<file path="src/sv/trc_pkg.sv">
`timescale 1ns / 1ps
`default_nettype none

package trc_pkg;

   localparam int MEM_WORDS = 256;
   localparam int REG_COUNT = 8;

   localparam int DATA_W = 32;
   localparam int ADDR_W = 8;
   localparam int PC_W   = 8;
   localparam int MEM_AW = $clog2(MEM_WORDS);
   localparam int REG_AW = $clog2(REG_COUNT);

   localparam logic [1:0] ACT_MEM_WR = 2'd0;
   localparam logic [1:0] ACT_MEM_RD = 2'd1;
   localparam logic [1:0] ACT_STEP   = 2'd2;
   localparam logic [1:0] ACT_REG_RD = 2'd3;

   localparam logic [7:0] OP_LOAD  = 8'h01;
   localparam logic [7:0] OP_STORE = 8'h02;
   localparam logic [7:0] OP_ADD   = 8'h03;
   localparam logic [7:0] OP_SUB   = 8'h04;
   localparam logic [7:0] OP_MUL   = 8'h05;
   localparam logic [7:0] OP_MOV   = 8'h06;
   localparam logic [7:0] OP_JNZ   = 8'h07;
   localparam logic [7:0] OP_DEC   = 8'h08;
   localparam logic [7:0] OP_HALT  = 8'hFF;

   localparam logic [1:0] ST_OK      = 2'd0;
   localparam logic [1:0] ST_UNKNOWN = 2'd1;
   localparam logic [1:0] ST_BADREG  = 2'd2;
   localparam logic [1:0] ST_HALTED  = 2'd3;

   typedef struct packed {
      logic clear;
      logic load_req;
      logic issue;
      logic take_read;
      logic take_instr;
      logic decode;
      logic oper;
      logic oper2;
      logic load_rsp;
   } trc_cmd_type;

   typedef struct packed {
      logic       clear_last;
      logic [1:0] action;
      logic       halted;
      logic       addr_bad;
      logic       short_op;
      logic       alu_op;
   } trc_sts_type;

   // byte address folded onto the memory depth (constant table)
   function automatic logic [MEM_AW-1:0] mem_index(input logic [ADDR_W-1:0] a);
      logic [MEM_AW-1:0] r;
      r = '0;
      for (int i = 0; i < (1 << ADDR_W); i++) begin
         if (a == ADDR_W'(i)) r = MEM_AW'(i % MEM_WORDS);
      end
      return r;
   endfunction

   function automatic logic reg_ok(input logic [ADDR_W-1:0] r);
      return r < ADDR_W'(REG_COUNT);
   endfunction

   function automatic logic [REG_AW-1:0] reg_idx(input logic [ADDR_W-1:0] r);
      return r[REG_AW-1:0];
   endfunction

endpackage

`default_nettype wire

</file>
<file path="src/sv/trc_ctrl.sv">
`timescale 1ns / 1ps
`default_nettype none

module trc_ctrl import trc_pkg::*; (
   input  wire logic        clock,
   input  wire logic        reset,
   input  wire logic        req_valid,
   output logic             req_ready,
   output logic             rsp_valid,
   input  wire logic        rsp_ready,
   input  wire trc_sts_type sts,
   output trc_cmd_type      cmd
);

   localparam logic [3:0] S_IDLE   = 4'd0;
   localparam logic [3:0] S_ISSUE  = 4'd1;
   localparam logic [3:0] S_READ   = 4'd2;
   localparam logic [3:0] S_FETCH  = 4'd3;
   localparam logic [3:0] S_DECODE = 4'd4;
   localparam logic [3:0] S_OPER   = 4'd5;
   localparam logic [3:0] S_OPER2  = 4'd6;
   localparam logic [3:0] S_DONE   = 4'd7;
   localparam logic [3:0] S_CLEAR  = 4'd8;

   logic [3:0] state_ff, state_in;
   logic       rsp_valid_ff, rsp_valid_in;

   always_comb begin
      cmd      = '0;
      state_in = state_ff;
      unique case (state_ff)
         S_CLEAR: begin
            // zero one memory word per cycle after reset
            cmd.clear = 1'b1;
            if (sts.clear_last) state_in = S_IDLE;
         end
         S_IDLE: begin
            if (req_valid) begin
               cmd.load_req = 1'b1;
               state_in     = S_ISSUE;
            end
         end
         S_ISSUE: begin
            cmd.issue = 1'b1;
            unique case (sts.action)
               ACT_MEM_WR: state_in = S_DONE;
               ACT_MEM_RD: state_in = S_READ;
               ACT_STEP:   state_in = sts.halted ? S_DONE : S_FETCH;
               ACT_REG_RD: state_in = sts.addr_bad ? S_DONE : S_READ;
               default:    state_in = S_DONE;
            endcase
         end
         S_READ: begin
            cmd.take_read = 1'b1;
            state_in      = S_DONE;
         end
         S_FETCH: begin
            cmd.take_instr = 1'b1;
            state_in       = S_DECODE;
         end
         S_DECODE: begin
            cmd.decode = 1'b1;
            state_in   = sts.short_op ? S_DONE : S_OPER;
         end
         S_OPER: begin
            cmd.oper = 1'b1;
            state_in = sts.alu_op ? S_OPER2 : S_DONE;
         end
         S_OPER2: begin
            cmd.oper2 = 1'b1;
            state_in  = S_DONE;
         end
         S_DONE: begin
            // hold until the output register is free
            if (!rsp_valid_ff || rsp_ready) begin
               cmd.load_rsp = 1'b1;
               state_in     = S_IDLE;
            end
         end
         default: state_in = S_IDLE;
      endcase
   end

   assign rsp_valid_in = cmd.load_rsp | (rsp_valid_ff & ~rsp_ready);

   always_ff @(posedge clock) begin
      if (reset) begin
         state_ff     <= S_CLEAR;
         rsp_valid_ff <= 1'b0;
      end else begin
         state_ff     <= state_in;
         rsp_valid_ff <= rsp_valid_in;
      end
   end

   assign req_ready = (state_ff == S_IDLE);
   assign rsp_valid = rsp_valid_ff;

endmodule

`default_nettype wire

</file>
<file path="config.mk">
export PLATFORM = sky130hd
export DESIGN_NAME = trc_ctrl
export DESIGN_NICKNAME = d
export VERILOG_FILES = /design/src/sv/trc_pkg.sv /design/src/sv/trc_ctrl.sv
export SDC_FILE = /design/constraint.sdc
export NUM_CORES = 1
export LEC_CHECK = 0
export BUFFER_PORTS_ARGS = -buffer_cell sky130_fd_sc_hd__buf_2
export CAP_MARGIN = 20
export CORE_AREA = 4 4 41 43
export CTS_CLUSTER_SIZE = 40
export DETAILED_ROUTE_END_ITERATION = 10
export DIE_AREA = 0 0 45 47
export PLACE_DENSITY = 0.64
export SLEW_MARGIN = 5
export SYNTH_ARGS = -nofsm -noshare
export SYNTH_HDL_FRONTEND = slang
export SYNTH_SLANG_ARGS = --single-unit
</file>
<file path="constraint.sdc">
create_clock -name clock -period 1.3 [get_ports clock]
set_input_delay 0.13 -clock clock [delete_from_list [all_inputs] [get_ports clock]]
set_output_delay 0.13 -clock clock [all_outputs]
set_load 0.05 [all_outputs]
</file>
==> out/results.ini, run 1 <==
[placement]
pre_cts_ws_ns=-0.0178
gp_congestion=0.761
port_buffers=21
post-dp-hpwl_um=845
place_inst=83

[outcome]
violations=negative setup slack
outcome=finished with violations

[detailed_routing]
avgRoutedWirePerCell_um=13.3
first_pass_iters=4
drc=0
viasPerCell=5.00
dr_total_vias=480
drt_wl_total_mm=1.28
dr.first_iter.drc_count=9
postRouteAntennaNets=0

[worst_setup_path]
crit_path_end_kind=output pin
worst_setup_path_start_kind=flip-flop
path_class=reg -> out
r2r-start=state_ff[1]$_SDFFE_PP0P_
worstPathArrival_ns=1.23
ff2ff_path_depth=5
reg2reg_slack_ns=0.01
critical_path_required_ns=1.17
path_max_fanout=6
crit-reg2reg-capture=state_ff[0]$_SDFFE_PP0P_

[min_path]
whs_path_depth=2
hp-class=in -> reg
whs_endpoint=state_ff[2]$_SDFFE_PP0P_
hp-start=reset

[logic_synthesis]
synthCells=43
ys_ff_latch=5
netlist_area_um2=397
yosys_warnings=0
ys_top_cells_by_area=dfxtp_1 (25%), buf_6 (8.5%), nor4b_4 (6.0%), nor4_4 (5.4%), nor3_1 (5.0%)
syn_avg_cell_area_um2=9.22
yosysSeqAreaShare_pct=25.2
syn-num-nets=54
synth.distinct_cells=28
yosysTopAreaCell=dfxtp_1
synth_top_area_share_pct=25.2

[power]
power.density_nw_per_um2=651
power_leakage_nw=0.360
vdd_drop_max_uv=538

[die]
dieArea_um2=2120
num_rows=13
dieWidth_um=45
ios=22
start_util_pct=30.5
core_area_um2=1300
fp.dieH_um=47

[finish]
final_util_pct=62.3
fin_nets=93
area_growth_syn_to_layout_pct=104
final_cells=96
final_common_cell=buf_4
drive_gt1_share_pct=76.5
final_cell_mix=buf_4 (13), buf_6 (12), buf_2 (11)
num_antenna_cells=0
fill_cells=115
regArea_um2=115
multi_input_area_um2=322

[sta]
relSlewSlack_pct=78.9
rsz0062_at_grt=yes
fin_setup_tns_ns=-0.184
finalHoldViolCount=0
finalCriticalPeriod_ns=1.36
drv_slew=0
fmaxAchievable_mhz=735
tightestPinTransition_ns=0.311
setup_viol=6
post-route-period-util_pct=105
worst_slack_ns=-0.0599
fin_skew_ns=0.000904

[global_route]
grt_max_degree=10
top_usage_layer=met2
grt-ovfl-total=0
grt_pass1_wl_mm=2.01
met1_usage_pct=15.3
use_met3_pct=1.15
antenna_found_initial=0
track_usage_pct=13.1
use_met2_pct=23.4
grt_pass1_vias=476

[clocking]
cts_buffers=3
ctsHtreeMaxLevel=1
cts.clk_slew.worst_paths_ns=0.04
cts-hold-fix-buffers=0
ctsLongestPathBuffers=2
cts_tree=yes
clock_latency_ns=0.23
tritoncts_num_sinks=5
ctsRootBufferMaster=clkbuf_4

[run]
drv.max_cap_violation_count=0

## synth_stat cells, drive strengths merged
master  number
nor4         1
buf          4
o311ai       1
a21bo        1
a211oi       1
nand4b       1
o41ai        1
dfxtp        5
nand2        2
nor3         4
a21oi        3
a21o         1
inv          3
o21bai       1
a211o        1
o22ai        1
nor2         2
a221oi       1
nor2b        1
or2          1
nand2b       2
nor4b        2
a41o         1
and2         1
a311oi       1
## power breakdown
part           switching [mW]  internal, mW  leakage (nW)
clock network          0.0545         0.115        0.0150
logic                  0.0887        0.0945         0.301
registers              0.0182         0.156        0.0433
## per-layer routing
layer / part of all wire [%] / vias up
met3: 2.9 / 0
met5: 0 / -
met2: 55 / 11
met1: 42 / 227
met4: 0 / 0
li1: - / 242
## how the worst max path moves through the flow
stage                                         from  endpoint  slack [ns]  cells after the start
after floorplan           state_ff[1]$_SDFFE_PP0P_    cmd[7]       -0.38                      3
after global placement    state_ff[0]$_SDFFE_PP0P_    cmd[6]      -0.006                      2
after detailed placement  state_ff[0]$_SDFFE_PP0P_    cmd[6]       -0.02                      2
after CTS                 state_ff[1]$_SDFFE_PP0P_    cmd[8]       -0.07                      3
after global routing      state_ff[1]$_SDFFE_PP0P_    cmd[7]       -0.11                      3
final                     state_ff[1]$_SDFFE_PP0P_    cmd[7]       -0.06                      3
## final cells by class
type	instances	share of cell area (%)
Clock buffer	4	3.24
Inverter	3	1.39
Timing Repair Buffer	38	39.2
Multi-Input combinational cell	31	39.7
Sequential cell	5	14.2
Tap cell	15	2.31
## flip-flops by register name, indices dropped and copies added, names as in the netlist
name and cells:
rsp_valid 1, state_ff 4
## worst max-delay path, cell delays in order, from the launching register on
cell     delay (ns)
dfxtp_4        0.37
nor4_4         0.30
and2_4         0.19
buf_8          0.13
## what timing repair did
action / in CTS / in global routing
endpoints found under the setup margin: 11 / 12
setup buffers: 6 / 3
resized for setup: 31 / 10
pin swaps: 2 / 3
cloned: 0 / 0
## cell families (layout without fill, tap and decap cells)
kind of cell,Yosys count,in the layout,share of synthesized area [%]
AOI/OAI and AO/OA,14,14,28.1
and+or+nand+nor,17,17,34.1
buffers and inverters,7,45,12.6
DFF,5,5,25.2
## stage by stage
step,power [mW],cell area [µm²],hold WS (ns)
2_1_floorplan,0.278,448,0.192
3_3_place_gp,0.316,591,0.381
3_5_place_dp,0.318,591,0.382
4_1_cts,0.519,746,0.124
5_1_grt,0.552,811,0.163
6_report,0.528,811,0.148
(Power assumes the default switching activity.)
==> run 2: changes to the inputs <==
Settings changed: REMOVE_ABC_BUFFERS from default to 1.
==> run 2 against run 1 <==
Against the previous run:
- the flow still finishes with violations (negative setup slack)
- register-to-register slack better by 0.04 ns
- critical path depth up 1
- final cell count down 3.1%
- via count down 0.63%
- non-clock buffer count down 3
- power down 2.7%
- combinational power down 11%
- core utilization down 5.8 points
- global-route usage down 2.0 points
- worst setup slack worse by 0.076 ns
- maximum frequency down 5.3%
- critical path type unchanged
- largest power group is now the clock network
==> out/results.ini, run 2 (same netlist as run 1, synthesis figures left out) <==
[outcome]
outcome=finished with violations  ; unchanged
violations=negative setup slack  ; unchanged

[placement]
port_buffers=21  ; unchanged
pre_cts_ws_ns=0.00391  ; was -0.0178 ns
gp_congestion=0.721  ; was 0.761
post-dp-hpwl_um=811  ; was 845 µm
place_inst=82  ; was 83

[clocking]
cts_tree=yes  ; unchanged
cts.clk_slew.worst_paths_ns=0.04  ; about the same
tritoncts_num_sinks=5  ; unchanged
ctsLongestPathBuffers=2  ; unchanged
ctsRootBufferMaster=clkbuf_4  ; unchanged
ctsHtreeMaxLevel=1  ; unchanged
cts_buffers=3  ; unchanged
clock_latency_ns=0.24  ; was 0.23 ns

[sta]
setup_viol=8  ; was 6
worst_slack_ns=-0.136  ; was -0.0599 ns
relSlewSlack_pct=78.5  ; was 78.9%
tightestPinTransition_ns=0.317  ; was 0.311 ns
finalCriticalPeriod_ns=1.44  ; was 1.36 ns
fin_skew_ns=0.00272  ; was 0.000904 ns
post-route-period-util_pct=110  ; was 105%
rsz0062_at_grt=yes  ; unchanged
drv_slew=0  ; unchanged
fmaxAchievable_mhz=696  ; was 735 MHz
finalHoldViolCount=0  ; unchanged
fin_setup_tns_ns=-0.652  ; was -0.184 ns
whs_ns=0.130  ; was 0.148 ns

[finish]
area_growth_syn_to_layout_pct=85.5  ; was 104%
regArea_um2=109  ; was 115 µm²
multi_input_area_um2=277  ; was 322 µm²
fill_cells=115  ; unchanged
drive_gt1_share_pct=69.2  ; was 76.5%
num_antenna_cells=0  ; unchanged
largest_reg_flops=4  ; unchanged
final_cells=93  ; was 96
final_common_cell=buf_2  ; was buf_4
top_register=state_ff  ; unchanged
fin_nets=90  ; was 93
final_cell_mix=buf_2 (12), buf_6 (11), buf_4 (10)  ; was buf_4 (13), buf_6 (12), buf_2 (11)

[die]
start_util_pct=30.5  ; unchanged
core_area_um2=1300  ; unchanged
num_rows=13  ; unchanged
dieArea_um2=2120  ; unchanged
ios=22  ; unchanged
dieWidth_um=45  ; unchanged
fp.dieH_um=47  ; unchanged

[power]
sw_frac_of_total_pct=32.1  ; was 30.6%
vdd_drop_max_uv=387  ; was 538 µV
intPower_mw=0.349  ; was 0.366 mW
pwr-share-comb_pct=31.7  ; was 34.7%
p_clk_share_pct=35.7  ; was 32.2%
power_leakage_nw=0.329  ; was 0.360 nW
power.density_nw_per_um2=698  ; was 651 nW/µm²
pwr-share-seq_pct=32.5  ; was 33.1%
p_switching_mw=0.165  ; was 0.161 mW

[detailed_routing]
dr.first_iter.drc_count=3  ; was 9
drt_wl_total_mm=1.26  ; was 1.28 mm
drc=0  ; unchanged
dr_total_vias=477  ; was 480
postRouteAntennaNets=0  ; unchanged
avgRoutedWirePerCell_um=13.5  ; was 13.3 µm
viasPerCell=5.13  ; was 5.00
first_pass_iters=4  ; unchanged

[worst_setup_path]
critical_path_required_ns=1.17  ; about the same
crit_path_top_delay_cell=dfxtp_2  ; was dfxtp_4
cp_slowest_stage_delay_ns=0.32  ; was 0.37 ns
worst_setup_path_start_kind=flip-flop  ; unchanged
worstPathArrival_ns=1.31  ; was 1.23 ns
crit_path_end_kind=output pin  ; unchanged
critPathBufInv=2  ; was 1
path_max_fanout=12  ; was 6
cp_cell_sequence=buf_12 > nor4_4 > and2_4 > buf_8  ; was nor4_4 > and2_4 > buf_8
path_class=reg -> out  ; unchanged
cpLargestDelayFamily=simple AND/OR/NAND/NOR gates  ; unchanged

[global_route]
grt_pass1_vias=421  ; was 476
grt_max_degree=15  ; was 10
grt_pass1_wl_mm=1.70  ; was 2.01 mm
grt-ovfl-total=0  ; unchanged
track_usage_pct=11.1  ; was 13.1%
antenna_found_initial=0  ; unchanged

[run]
drv.max_cap_violation_count=0  ; unchanged

[min_path]
hp-class=in -> reg  ; unchanged

## run 2: power groups by stage
| stage | registers (mW) | logic [mW] | clock network (mW) |
|---|---|---|---|
| floorplan | 0.180 | 0.0765 | 0 |
| global placement | 0.171 | 0.136 | 0 |
| detailed placement | 0.172 | 0.138 | 0 |
| CTS | 0.166 | 0.150 | 0.189 |
| global route | 0.168 | 0.174 | 0.209 |
| finish | 0.167 | 0.163 | 0.183 |
## run 2: area by class of cell
type	instances	share of cell area, %
sequential	5	14.8
inverter	3	1.53
multi-input combinational	31	37.6
clock buffer	4	3.57
timing repair buffer	35	40.0
tap	15	2.55
## run 2: through the flow
stage                     cell area [µm²]  power, mW  util (%)
after floorplan                       358      0.256         -
after global placement                547      0.307      42.0
after detailed placement              547      0.310      42.0
after CTS                             651      0.505      50.0
after global routing                  736      0.551      56.5
final                                 736      0.514      56.5
## run 2: path summary, 6_finish.rpt
| kind | slack (ns) | cells past startpoint | endpoint | startpoint |
|---|---|---|---|---|
| min reg2reg | 0.54 | 2 | rsp_valid$_SDFF_PP0_ | rsp_valid$_SDFF_PP0_ |
| max reg2reg | 0.05 | 5 | state_ff[0]$_SDFFE_PP0P_ | state_ff[1]$_SDFFE_PP0P_ |
| min | 0.13 | 2 | state_ff[2]$_SDFFE_PP0P_ | reset |
| max | -0.14 | 4 | cmd[7] | state_ff[2]$_SDFFE_PP0P_ |
## run 2: repair_timing
action	CTS	global route
gates resized for setup	20	15
pin swaps	4	6
setup endpoints to repair	10	11
hold buffers	0	0
cloned	0	0
buffers inserted	3	4
## run 2: metal layers
layer	global-route usage (%)	vias to the layer above	wire length, µm
li1	-	236	-
met1	11.8	227	493
met2	20.6	14	698
met3	3.45	0	67
met4	3.51	0	0
met5	0	-	0
## run 2: worst reg2reg max path: cells and delay by family, from the launching register on
family / cells / cell delay [ns]
buf+inv: 2 / 0.27
simple gates: 2 / 0.36
flops: 1 / 0.38
compound gates: 1 / 0.16
